<file path="src/design/fscb_pkg.sv">
`default_nettype none

package fscb_pkg;

    localparam int SCREEN_WIDTH_DEF  = 80;
    localparam int SCREEN_HEIGHT_DEF = 25;
    localparam int MAX_SPRITE_DEF    = 64;
    localparam int QUEUE_DEPTH_DEF   = 4;

    // field widths fixed by the interface
    localparam int POS_W    = 24;
    localparam int SIZE_W   = 7;
    localparam int GLYPH_W  = 8;
    localparam int COLOUR_W = 16;
    localparam int FB_W     = 11;

    // sprite position plus column offset, Q17.8
    localparam int SPOS_W   = 25;
    // wide signed work width for coordinate compares
    localparam int WIDE_W   = 28;
    // whole-cell index after dropping the fraction
    localparam int CELL_W   = WIDE_W - 8;
    // signed width of column + width * row
    localparam int ADDR_W   = 34;

    localparam logic [GLYPH_W-1:0] TRANSPARENT_GLYPH = 8'd255;

    localparam logic [1:0] ACT_SET    = 2'd0;
    localparam logic [1:0] ACT_FOLLOW = 2'd1;
    localparam logic [1:0] ACT_HEADER = 2'd2;
    localparam logic [1:0] ACT_PIXEL  = 2'd3;

    // one classified transaction between front and back
    typedef struct packed {
        logic                       cand;
        logic signed [SPOS_W-1:0]   ax;
        logic signed [SPOS_W-1:0]   ay;
        logic signed [POS_W-1:0]    cam_x;
        logic signed [POS_W-1:0]    cam_y;
        logic [GLYPH_W-1:0]         glyph;
        logic [COLOUR_W-1:0]        colour;
    } entry_t;

endpackage

`default_nettype wire

</file>
<file path="src/design/fscb_front.sv">
`default_nettype none

module fscb_front #(
    parameter int SCREEN_WIDTH  = fscb_pkg::SCREEN_WIDTH_DEF,
    parameter int SCREEN_HEIGHT = fscb_pkg::SCREEN_HEIGHT_DEF,
    parameter int MAX_SPRITE    = fscb_pkg::MAX_SPRITE_DEF
) (
    input  wire logic                                 clk,
    input  wire logic                                 rst_n,
    input  wire logic                                 in_valid,
    input  wire logic                                 full,
    input  wire logic [1:0]                           action,
    input  wire logic signed [fscb_pkg::POS_W-1:0]    pos_x,
    input  wire logic signed [fscb_pkg::POS_W-1:0]    pos_y,
    input  wire logic [fscb_pkg::SIZE_W-1:0]          sprite_width,
    input  wire logic [fscb_pkg::SIZE_W-1:0]          sprite_height,
    input  wire logic [fscb_pkg::GLYPH_W-1:0]         glyph,
    input  wire logic [fscb_pkg::COLOUR_W-1:0]        colour,
    output logic                                      push,
    output fscb_pkg::entry_t                          push_entry
);

    localparam int W     = fscb_pkg::WIDE_W;
    localparam int PW    = fscb_pkg::POS_W;
    localparam int SW    = fscb_pkg::SIZE_W;
    localparam int CNT_W = (MAX_SPRITE > 64) ? 7 :
                           ((MAX_SPRITE > 1) ? $clog2(MAX_SPRITE) : 1);

    localparam logic signed [W-1:0] HALF_X = W'((SCREEN_WIDTH / 2) * 256);
    localparam logic signed [W-1:0] HALF_Y = W'((SCREEN_HEIGHT / 2) * 256);
    localparam logic signed [W-1:0] SCR_X  = W'(SCREEN_WIDTH * 256);
    localparam logic signed [W-1:0] SCR_Y  = W'(SCREEN_HEIGHT * 256);

    logic signed [PW-1:0]  camera_x_reg, camera_x_next;
    logic signed [PW-1:0]  camera_y_reg, camera_y_next;
    logic signed [PW-1:0]  sprite_left_x_reg, sprite_left_x_next;
    logic signed [PW-1:0]  sprite_top_y_reg, sprite_top_y_next;
    logic [SW-1:0]         cur_w_reg, cur_w_next;
    logic [SW-1:0]         cur_h_reg, cur_h_next;
    logic [CNT_W-1:0]      col_cnt_reg, col_cnt_next;
    logic [CNT_W-1:0]      row_cnt_reg, row_cnt_next;

    logic                  accept;
    logic signed [W-1:0]   px_w;
    logic signed [W-1:0]   py_w;
    logic signed [W-1:0]   cam_xw;
    logic signed [W-1:0]   cam_yw;
    logic signed [W-1:0]   ax_w;
    logic signed [W-1:0]   ay_w;
    logic [SW-1:0]         w_clamp;
    logic [SW-1:0]         h_clamp;
    logic [SW:0]           col_plus;
    logic [SW:0]           row_plus;

    function automatic logic [SW-1:0] clamp_size(input logic [SW-1:0] s);
        logic [SW-1:0] r;
        r = s;
        if (s == '0)
        begin
            r = SW'(1);
        end
        else if (9'(s) > 9'(MAX_SPRITE))
        begin
            r = SW'(MAX_SPRITE);
        end
        return r;
    endfunction

    // moves by a whole screen when the subject is more than half a screen away
    function automatic logic signed [PW-1:0] follow_axis(
        input logic signed [W-1:0] cam,
        input logic signed [W-1:0] subj,
        input logic signed [W-1:0] half,
        input logic signed [W-1:0] scr
    );
        logic signed [PW-1:0] r;
        r = PW'(cam);
        if (cam - half > subj)
        begin
            r = PW'(cam - scr);
        end
        else if (cam + half < subj)
        begin
            r = PW'(cam + scr);
        end
        return r;
    endfunction

    assign accept  = in_valid && !full;
    assign px_w    = W'(pos_x);
    assign py_w    = W'(pos_y);
    assign cam_xw  = W'(camera_x_reg);
    assign cam_yw  = W'(camera_y_reg);
    assign ax_w    = W'(sprite_left_x_reg) + W'({col_cnt_reg, 8'd0});
    assign ay_w    = W'(sprite_top_y_reg) + W'({row_cnt_reg, 8'd0});
    assign w_clamp = clamp_size(sprite_width);
    assign h_clamp = clamp_size(sprite_height);
    assign col_plus = (SW + 1)'(col_cnt_reg) + (SW + 1)'(1);
    assign row_plus = (SW + 1)'(row_cnt_reg) + (SW + 1)'(1);

    always_comb
    begin
        camera_x_next      = camera_x_reg;
        camera_y_next      = camera_y_reg;
        sprite_left_x_next = sprite_left_x_reg;
        sprite_top_y_next  = sprite_top_y_reg;
        cur_w_next         = cur_w_reg;
        cur_h_next         = cur_h_reg;
        col_cnt_next       = col_cnt_reg;
        row_cnt_next       = row_cnt_reg;
        if (accept)
        begin
            case (action)
                fscb_pkg::ACT_SET:
                begin
                    camera_x_next = pos_x;
                    camera_y_next = pos_y;
                end
                fscb_pkg::ACT_FOLLOW:
                begin
                    camera_x_next = follow_axis(cam_xw, px_w, HALF_X, SCR_X);
                    camera_y_next = follow_axis(cam_yw, py_w, HALF_Y, SCR_Y);
                end
                fscb_pkg::ACT_HEADER:
                begin
                    cur_w_next         = w_clamp;
                    cur_h_next         = h_clamp;
                    sprite_left_x_next = PW'(px_w - W'({w_clamp, 7'd0}));
                    sprite_top_y_next  = PW'(py_w - W'({h_clamp, 7'd0}));
                    col_cnt_next       = '0;
                    row_cnt_next       = '0;
                end
                fscb_pkg::ACT_PIXEL:
                begin
                    if (col_plus >= {1'b0, cur_w_reg})
                    begin
                        col_cnt_next = '0;
                        if (row_plus >= {1'b0, cur_h_reg})
                        begin
                            row_cnt_next = '0;
                        end
                        else
                        begin
                            row_cnt_next = CNT_W'(row_plus);
                        end
                    end
                    else
                    begin
                        col_cnt_next = CNT_W'(col_plus);
                    end
                end
                default:
                begin
                    camera_x_next = camera_x_reg;
                end
            endcase
        end
    end

    always_comb
    begin
        push              = accept;
        push_entry.cand   = (action == fscb_pkg::ACT_PIXEL) &&
                            (glyph != fscb_pkg::TRANSPARENT_GLYPH);
        push_entry.ax     = fscb_pkg::SPOS_W'(ax_w);
        push_entry.ay     = fscb_pkg::SPOS_W'(ay_w);
        push_entry.cam_x  = camera_x_reg;
        push_entry.cam_y  = camera_y_reg;
        push_entry.glyph  = glyph;
        push_entry.colour = colour;
    end

    always_ff @(posedge clk or negedge rst_n)
    begin
        if (!rst_n)
        begin
            camera_x_reg      <= '0;
            camera_y_reg      <= '0;
            sprite_left_x_reg <= '0;
            sprite_top_y_reg  <= '0;
            cur_w_reg         <= SW'(1);
            cur_h_reg         <= SW'(1);
            col_cnt_reg       <= '0;
            row_cnt_reg       <= '0;
        end
        else
        begin
            camera_x_reg      <= camera_x_next;
            camera_y_reg      <= camera_y_next;
            sprite_left_x_reg <= sprite_left_x_next;
            sprite_top_y_reg  <= sprite_top_y_next;
            cur_w_reg         <= cur_w_next;
            cur_h_reg         <= cur_h_next;
            col_cnt_reg       <= col_cnt_next;
            row_cnt_reg       <= row_cnt_next;
        end
    end

    a_header_restarts: assert property (@(posedge clk) disable iff (!rst_n)
        (accept && action == fscb_pkg::ACT_HEADER) |=>
        (col_cnt_reg == '0 && row_cnt_reg == '0))
        else $error("sprite counters not restarted by header");

    a_col_in_sprite: assert property (@(posedge clk) disable iff (!rst_n)
        ((SW + 1)'(col_cnt_reg) < {1'b0, cur_w_reg}) &&
        ((SW + 1)'(row_cnt_reg) < {1'b0, cur_h_reg}))
        else $error("sprite counter beyond sprite size");

endmodule

`default_nettype wire

</file>
<file path="src/design/fscb_queue.sv">
`default_nettype none

module fscb_queue #(
    parameter int DEPTH = fscb_pkg::QUEUE_DEPTH_DEF
) (
    input  wire logic              clk,
    input  wire logic              rst_n,
    input  wire logic              push,
    input  wire fscb_pkg::entry_t  push_entry,
    output logic                   full,
    input  wire logic              pop,
    output logic                   pop_valid,
    output fscb_pkg::entry_t       pop_entry
);

    localparam int PTR_W = (DEPTH > 1) ? $clog2(DEPTH) : 1;

    fscb_pkg::entry_t  mem_reg [DEPTH];
    logic [PTR_W-1:0]  wr_ptr_reg, wr_ptr_next;
    logic [PTR_W-1:0]  rd_ptr_reg, rd_ptr_next;
    logic [PTR_W:0]    count_reg, count_next;
    logic              do_push;
    logic              do_pop;

    assign full      = (count_reg == (PTR_W + 1)'(DEPTH));
    assign pop_valid = (count_reg != '0);
    assign pop_entry = mem_reg[rd_ptr_reg];
    assign do_push   = push && !full;
    assign do_pop    = pop && pop_valid;

    always_comb
    begin
        wr_ptr_next = wr_ptr_reg;
        rd_ptr_next = rd_ptr_reg;
        count_next  = count_reg;
        if (do_push)
        begin
            wr_ptr_next = (wr_ptr_reg == PTR_W'(DEPTH - 1)) ? '0 : wr_ptr_reg + PTR_W'(1);
        end
        if (do_pop)
        begin
            rd_ptr_next = (rd_ptr_reg == PTR_W'(DEPTH - 1)) ? '0 : rd_ptr_reg + PTR_W'(1);
        end
        if (do_push && !do_pop)
        begin
            count_next = count_reg + (PTR_W + 1)'(1);
        end
        else if (do_pop && !do_push)
        begin
            count_next = count_reg - (PTR_W + 1)'(1);
        end
    end

    always_ff @(posedge clk)
    begin
        if (do_push)
        begin
            mem_reg[wr_ptr_reg] <= push_entry;
        end
    end

    always_ff @(posedge clk or negedge rst_n)
    begin
        if (!rst_n)
        begin
            wr_ptr_reg <= '0;
            rd_ptr_reg <= '0;
            count_reg  <= '0;
        end
        else
        begin
            wr_ptr_reg <= wr_ptr_next;
            rd_ptr_reg <= rd_ptr_next;
            count_reg  <= count_next;
        end
    end

    a_no_push_when_full: assert property (@(posedge clk) disable iff (!rst_n)
        !(push && full))
        else $error("transaction pushed into a full queue");

endmodule

`default_nettype wire

</file>
<file path="src/design/fscb_back.sv">
`default_nettype none

module fscb_back #(
    parameter int SCREEN_WIDTH  = fscb_pkg::SCREEN_WIDTH_DEF,
    parameter int SCREEN_HEIGHT = fscb_pkg::SCREEN_HEIGHT_DEF
) (
    input  wire logic                             clk,
    input  wire logic                             rst_n,
    input  wire logic                             q_valid,
    input  wire fscb_pkg::entry_t                 q_entry,
    output logic                                  q_pop,
    output logic                                  out_valid,
    input  wire logic                             out_stall,
    output logic                                  write_valid,
    output logic [fscb_pkg::FB_W-1:0]             fb_address,
    output logic [fscb_pkg::GLYPH_W-1:0]          out_glyph,
    output logic [fscb_pkg::COLOUR_W-1:0]         out_colour
);

    localparam int W  = fscb_pkg::WIDE_W;
    localparam int CW = fscb_pkg::CELL_W;
    localparam int AW = fscb_pkg::ADDR_W;

    localparam logic signed [W-1:0]  HALF_X = W'((SCREEN_WIDTH / 2) * 256);
    localparam logic signed [W-1:0]  HALF_Y = W'((SCREEN_HEIGHT / 2) * 256);
    localparam logic signed [AW-1:0] SW_A   = AW'(SCREEN_WIDTH);
    localparam logic signed [AW-1:0] AREA_A = AW'(SCREEN_WIDTH * SCREEN_HEIGHT);

    typedef struct packed {
        logic                                cand;
        logic signed [CW-1:0]                col;
        logic signed [CW-1:0]                row;
        logic [fscb_pkg::GLYPH_W-1:0]        glyph;
        logic [fscb_pkg::COLOUR_W-1:0]       colour;
    } stage_t;

    stage_t                          s1_reg, s1_next;
    logic                            s1_valid_reg, s1_valid_next;
    logic                            out_valid_reg, out_valid_next;
    logic                            write_valid_reg, write_valid_next;
    logic [fscb_pkg::FB_W-1:0]       fb_address_reg, fb_address_next;
    logic [fscb_pkg::GLYPH_W-1:0]    out_glyph_reg, out_glyph_next;
    logic [fscb_pkg::COLOUR_W-1:0]   out_colour_reg, out_colour_next;

    logic                            out_adv;
    logic                            s1_adv;
    logic signed [W-1:0]             ax_w;
    logic signed [W-1:0]             ay_w;
    logic signed [W-1:0]             cam_xw;
    logic signed [W-1:0]             cam_yw;
    logic signed [W-1:0]             cell_x;
    logic signed [W-1:0]             cell_y;
    logic                            in_x;
    logic                            in_y;
    logic signed [AW-1:0]            addr;
    logic                            addr_ok;

    // whole cells, fraction dropped toward zero
    function automatic logic signed [CW-1:0] trunc_cell(input logic signed [W-1:0] v);
        logic signed [CW-1:0] q;
        q = CW'(v >>> 8);
        if (v < 0 && v[7:0] != 8'd0)
        begin
            q = q + CW'(1);
        end
        return q;
    endfunction

    assign out_adv = !out_valid_reg || !out_stall;
    assign s1_adv  = !s1_valid_reg || out_adv;
    assign q_pop   = q_valid && s1_adv;

    // view test and screen-relative cell
    always_comb
    begin
        ax_w   = W'(q_entry.ax);
        ay_w   = W'(q_entry.ay);
        cam_xw = W'(q_entry.cam_x);
        cam_yw = W'(q_entry.cam_y);
        cell_x = {trunc_cell(ax_w), 8'd0};
        cell_y = {trunc_cell(ay_w), 8'd0};
        in_x   = !(cell_x < cam_xw - HALF_X) && !(cell_x >= cam_xw + HALF_X);
        in_y   = !(cell_y < cam_yw - HALF_Y) && !(cell_y >= cam_yw + HALF_Y);

        s1_next.cand   = q_entry.cand && in_x && in_y;
        s1_next.col    = trunc_cell(HALF_X + ax_w - cam_xw);
        s1_next.row    = trunc_cell(HALF_Y + ay_w - cam_yw);
        s1_next.glyph  = q_entry.glyph;
        s1_next.colour = q_entry.colour;

        s1_valid_next = s1_adv ? q_valid : s1_valid_reg;
    end

    // frame-buffer address and bounds
    always_comb
    begin
        addr    = AW'(s1_reg.col) + AW'(s1_reg.row) * SW_A;
        addr_ok = s1_reg.cand && !addr[AW-1] && (addr < AREA_A);

        write_valid_next = addr_ok;
        fb_address_next  = addr_ok ? fscb_pkg::FB_W'(addr) : '0;
        out_glyph_next   = addr_ok ? s1_reg.glyph : '0;
        out_colour_next  = addr_ok ? s1_reg.colour : '0;

        out_valid_next = out_adv ? s1_valid_reg : out_valid_reg;
    end

    always_ff @(posedge clk)
    begin
        if (q_pop)
        begin
            s1_reg <= s1_next;
        end
        if (out_adv && s1_valid_reg)
        begin
            write_valid_reg <= write_valid_next;
            fb_address_reg  <= fb_address_next;
            out_glyph_reg   <= out_glyph_next;
            out_colour_reg  <= out_colour_next;
        end
    end

    always_ff @(posedge clk or negedge rst_n)
    begin
        if (!rst_n)
        begin
            s1_valid_reg  <= 1'b0;
            out_valid_reg <= 1'b0;
        end
        else
        begin
            s1_valid_reg  <= s1_valid_next;
            out_valid_reg <= out_valid_next;
        end
    end

    assign out_valid   = out_valid_reg;
    assign write_valid = write_valid_reg;
    assign fb_address  = fb_address_reg;
    assign out_glyph   = out_glyph_reg;
    assign out_colour  = out_colour_reg;

    a_write_in_buffer: assert property (@(posedge clk) disable iff (!rst_n)
        (out_valid_reg && write_valid_reg) |-> (AW'(fb_address_reg) < AREA_A))
        else $error("frame-buffer write outside the buffer");

endmodule

`default_nettype wire

</file>
<file path="src/design/flip_screen_camera_sprite_blitter_top.sv">
`default_nettype none

// flip-screen camera with a color-keyed sprite blitter. every input transaction
// (set camera, follow subject, sprite header, sprite pixel) yields exactly one
// output transaction; only pixels that are not glyph 255, lie inside the camera
// view and map into the frame buffer come out with write_valid high, all others
// carry write_valid low and zero payload. one transaction per cycle is taken
// and delivered sustained while out_stall stays low; when nothing stalls, a
// transaction passes the queue, the view-test stage and the address/output
// register on its way to the outputs. the front updates camera and sprite
// state in the accept cycle, so later pixels always see the camera as it
// stands at their own time. in_stall rises only when the queue between front
// and back is full, which happens only while out_stall holds the back end.

module flip_screen_camera_sprite_blitter_top #(
    parameter int SCREEN_WIDTH  = fscb_pkg::SCREEN_WIDTH_DEF,
    parameter int SCREEN_HEIGHT = fscb_pkg::SCREEN_HEIGHT_DEF,
    parameter int MAX_SPRITE    = fscb_pkg::MAX_SPRITE_DEF,
    parameter int QUEUE_DEPTH   = fscb_pkg::QUEUE_DEPTH_DEF
) (
    input  wire logic                                 clk,
    input  wire logic                                 rst_n,
    input  wire logic                                 in_valid,
    output logic                                      in_stall,
    input  wire logic [1:0]                           action,
    input  wire logic signed [fscb_pkg::POS_W-1:0]    pos_x,
    input  wire logic signed [fscb_pkg::POS_W-1:0]    pos_y,
    input  wire logic [fscb_pkg::SIZE_W-1:0]          sprite_width,
    input  wire logic [fscb_pkg::SIZE_W-1:0]          sprite_height,
    input  wire logic [fscb_pkg::GLYPH_W-1:0]         glyph,
    input  wire logic [fscb_pkg::COLOUR_W-1:0]        colour,
    output logic                                      out_valid,
    input  wire logic                                 out_stall,
    output logic                                      write_valid,
    output logic [fscb_pkg::FB_W-1:0]                 fb_address,
    output logic [fscb_pkg::GLYPH_W-1:0]              out_glyph,
    output logic [fscb_pkg::COLOUR_W-1:0]             out_colour
);

    logic              q_full;
    logic              push;
    fscb_pkg::entry_t  push_entry;
    logic              q_pop;
    logic              q_valid;
    fscb_pkg::entry_t  q_entry;

    assign in_stall = q_full;

    fscb_front #(
        .SCREEN_WIDTH  (SCREEN_WIDTH),
        .SCREEN_HEIGHT (SCREEN_HEIGHT),
        .MAX_SPRITE    (MAX_SPRITE)
    ) u_front (
        .clk           (clk),
        .rst_n         (rst_n),
        .in_valid      (in_valid),
        .full          (q_full),
        .action        (action),
        .pos_x         (pos_x),
        .pos_y         (pos_y),
        .sprite_width  (sprite_width),
        .sprite_height (sprite_height),
        .glyph         (glyph),
        .colour        (colour),
        .push          (push),
        .push_entry    (push_entry)
    );

    fscb_queue #(
        .DEPTH (QUEUE_DEPTH)
    ) u_queue (
        .clk        (clk),
        .rst_n      (rst_n),
        .push       (push),
        .push_entry (push_entry),
        .full       (q_full),
        .pop        (q_pop),
        .pop_valid  (q_valid),
        .pop_entry  (q_entry)
    );

    fscb_back #(
        .SCREEN_WIDTH  (SCREEN_WIDTH),
        .SCREEN_HEIGHT (SCREEN_HEIGHT)
    ) u_back (
        .clk         (clk),
        .rst_n       (rst_n),
        .q_valid     (q_valid),
        .q_entry     (q_entry),
        .q_pop       (q_pop),
        .out_valid   (out_valid),
        .out_stall   (out_stall),
        .write_valid (write_valid),
        .fb_address  (fb_address),
        .out_glyph   (out_glyph),
        .out_colour  (out_colour)
    );

endmodule

`default_nettype wire

</file>
<file path="config.mk">
export PLATFORM = sky130hd
export DESIGN_NAME = flip_screen_camera_sprite_blitter_top
export DESIGN_NICKNAME = d
export VERILOG_FILES = /design/src/design/fscb_pkg.sv /design/src/design/fscb_front.sv /design/src/design/fscb_queue.sv /design/src/design/fscb_back.sv /design/src/design/flip_screen_camera_sprite_blitter_top.sv
export SDC_FILE = /design/constraint.sdc
export NUM_CORES = 1
export LEC_CHECK = 0
export BUFFER_PORTS_ARGS = -buffer_cell sky130_fd_sc_hd__buf_4
export CAP_MARGIN = 20
export CORE_MARGIN = 2
export CORE_UTILIZATION = 35
export DETAILED_ROUTE_END_ITERATION = 12
export PLACE_DENSITY = 0.51
export SLEW_MARGIN = 20
export SYNTH_ARGS = -nofsm -noshare
export SYNTH_HDL_FRONTEND = slang
export SYNTH_SLANG_ARGS = --single-unit
</file>
<file path="constraint.sdc">
create_clock -name clk -period 7.91 [get_ports clk]
set_input_delay 0 -clock clk [delete_from_list [all_inputs] [get_ports clk]]
set_output_delay 0 -clock clk [all_outputs]
set_load 0.01 [all_outputs]
</file>
==> results.py <==
metrics = {
    "sta": {
        "fin_crit_sh_pct": 86.1,
        "maxSlewHeadroom_pct": 21.5,
        "clock_skew_ns": 0.0200,
        "hold_viol": 0,
        "setup_tns_ns": 0,
        "slew_violations": 0,
        "finalCriticalPeriod_ns": 6.81,
        "max_freq_mhz": 147,
        "grt_setup_unrepaired": "no",
        "fin_hold_ws_ns": 0.0958,
        "finalSetupViolCount": 0,
        "worstMarginPinSlew_ns": 1.15,
    },
    "detailed_routing": {
        "antenna_left": 0,
        "drc": 0,
        "drt_iter0_drc": 1684,
        "avgRoutedWirePerCell_um": 18.8,
        "vias_per_cell": 5.14,
        "vias": 28400,
        "first_pass_iters": 5,
        "wl_mm": 104,
    },
    "floorplanning": {
        "start_util_pct": 35.2,
        "chipHeight_um": 354,
        "fp.dieArea_sq_mm": 0.125,
        "pin_count": 130,
        "core_area_sq_mm": 0.122,
        "rows": 128,
        "die_x_um": 354,
    },
    "clock_network": {
        "clockBufferDepth": 3,
        "cts_resized": 0,
        "cts_setup_buffers": 0,
        "root_buffer": "clkbuf_16",
        "clk_pin_slew_ns": 0.07,
        "clock_latency_ns": 0.65,
        "htreeDepth": 3,
        "cts_buffers": 81,
        "cts.sinks": 724,
        "postCtsHoldBufs": 103,
        "cts_tree": "built",
    },
    "synthesis": {
        "ys_types": 104,
        "synth_ff_type": "edfxtp_1",
        "synth_edf_count": 593,
        "netlist_instances": 3586,
        "syn_avg_cell_area_sq_um": 11.9,
        "synth_area_sq_mm": 0.0428,
        "async_reset_ff_share_pct": 18.1,
        "synth.net_count": 4079,
        "yosys_warnings": 0,
        "seq_area_frac_synth_pct": 49.3,
        "synth_seq_cells": 724,
    },
    "worst_hold_path": {
        "holdPathEnd": "u_queue.mem_reg[3][4]",
        "hold_class": "in -> reg",
        "hp-start": "colour[4]",
        "hold_depth": 2,
    },
    "placed_design": {
        "dp_hpwl_mm": 75.7,
        "dpl_cell_area_sq_mm": 0.0456,
        "port_buffers": 129,
        "dp.cells": 5271,
        "place_congestion": 0.824,
    },
    "setup_path": {
        "cp_max_fo": 30,
        "criticalPathCategory": "reg -> reg",
        "r2r-start": "u_back.s1_reg[25]",
        "crit_required_ns": 8.37,
        "cp-end-kind": "flip-flop",
        "path_cells": "ha_1, ha_1, inv_1, fa_1, nand2b_1, a21boi_0, o21ai_0, a211oi_1, o21ai_1, a2111oi_0, o31ai_1, a2111oi_0, xor2_1, ha_1, inv_1, a222oi_1, o2111ai_1, or3_1, a2111oi_2, o2111ai_1, nor4_4, nand4_4, buf_4, nor3_1",
        "start_kind": "flip-flop",
        "r2r_slack_ns": 1.10,
        "crit_path_frequent_cell": "ha_1",
        "r2r_end": "u_back.fb_address[10]",
        "reg2regPathDepth": 24,
        "cpMaxStageDelayCell": "a2111oi_0",
        "arrival_ns": 7.27,
        "max_stage_delay_ns": 0.50,
    },
    "finish": {
        "drive_above_1_share_pct": 13.4,
        "largest_reg_flops": 492,
        "layout.cells.non_filler": 5525,
        "diodes": 0,
        "area.growth.synth_to_final_pct": 15.7,
        "final_area_sq_mm": 0.0495,
        "final_nets": 4326,
    },
    "global_route": {
        "groute.usage.overall_pct": 16.4,
        "antenna_found_initial": 3,
        "grt_max_degree": 101,
        "gr-total-overflow": 0,
        "grt_first_pass_wirelength_mm": 162,
        "grt_pass1_vias": 28400,
    },
    "run": {
        "drv_cap": 0,
    },
    "outcome": {
        "status": "complete, no violations",
    },
}
-- area by class of cell --
cell class              count  area (sq um)
well taps                1625          2030
multi-input cells        2495         20300
clock buffers             101          2130
flip-flops and latches    724         21100
clock inverters            49           649
repair buffers            270          2330
fillers                 11600         72100
inverters                 261           982
-- how the worst max path moves through the flow --
stage	startpoint	endpoint	slack (ns)
after floorplan	u_back.s1_reg[25]	u_back.fb_address[7]	1.99
final	u_back.s1_reg[25]	u_back.fb_address[10]	1.10
after global placement	u_back.s1_reg[25]	u_back.fb_address[10]	1.27
after CTS	u_back.s1_reg[25]	u_back.fb_address[10]	1.02
after detailed placement	u_back.s1_reg[25]	u_back.fb_address[10]	1.06
after global routing	u_back.s1_reg[25]	u_back.fb_address[10]	0.19
-- worst max-delay path, delay by kind of cell (launching register included) --
kind	cells	cell delay, ns
AO/OA/AOI/OAI	11	2.97
AND/OR/NAND/NOR	5	1.36
adder cells (fa/ha/maj)	4	1.25
flip-flops	1	0.45
buffers and inverters	3	0.45
XOR/XNOR	1	0.15
-- Yosys cell counts (all sizes together) (10+ instances only) --
master,n,area (sq um)
o21a,19,143
a21o,97,728
o2111ai,13,114
fa,11,220
nor2b,34,213
ha,390,4880
a2111oi,18,183
a211oi,35,268
nor3b,10,80.1
mux2,27,304
nand2,276,1040
clkbuf,64,241
a21oi,169,850
nand2b,34,213
or3,19,119
xor2,86,753
xnor2,187,1640
nand3,95,475
o21bai,16,120
inv,261,982
o211ai,19,143
a31oi,22,138
nor4,24,171
nand4,49,322
dfrtp,129,3230
o31ai,16,120
o21ai,181,906
or2,13,81.3
edfxtp,593,17800
a21boi,15,113
buf,42,279
and3,36,225
nor3,85,582
nand3b,10,75.1
and2,26,163
nor2,200,751
mux4,123,2770
-- cells by family (layout without fill, tap and decap cells) --
group,Yosys count,count (layout),synth area share (%)
muxes,157,157,7.35
xor gates and xnor gates,273,273,5.59
and+or+nand+nor,946,946,11.3
buffers and inverters,367,681,3.51
DFF,724,724,49.3
adders and majority gates,401,401,11.9
AOI/OAI and AO/OA,718,718,11.0
-- metrics by stage --
step	utilization (%)	setup WS, ns
2_1_floorplan	-	1.99
3_3_place_gp	37.5	1.27
3_5_place_dp	37.5	1.06
4_1_cts	40.7	1.02
5_1_grt	40.7	0.195
6_report	40.7	1.10
-- placed cells by master, fill, tap and decap left out, types with 102 or more instances in the layout --
master | Yosys | final
xnor2_1 | 187 | 187
buf_4 | 8 | 164
inv_1 | 259 | 259
ha_1 | 390 | 390
nand2_1 | 276 | 276
mux4_2 | 123 | 123
dfrtp_1 | 129 | 127
o21ai_0 | 172 | 171
edfxtp_1 | 593 | 593
a21oi_1 | 168 | 168
nor2_1 | 200 | 199
dlygate4sd3_1 | 0 | 102
-- per-layer routing --
metal,vias to the layer above,wire [um],track usage (%)
met2,436,49500,27.7
met1,13900,49100,22.7
met4,0,1530,3.35
li1,13900,-,-
met5,-,0,0
met3,99,3730,2.22
Power is not shown: default switching activity piles up to over one toggle a cycle in this logic, so the estimate is an artifact.
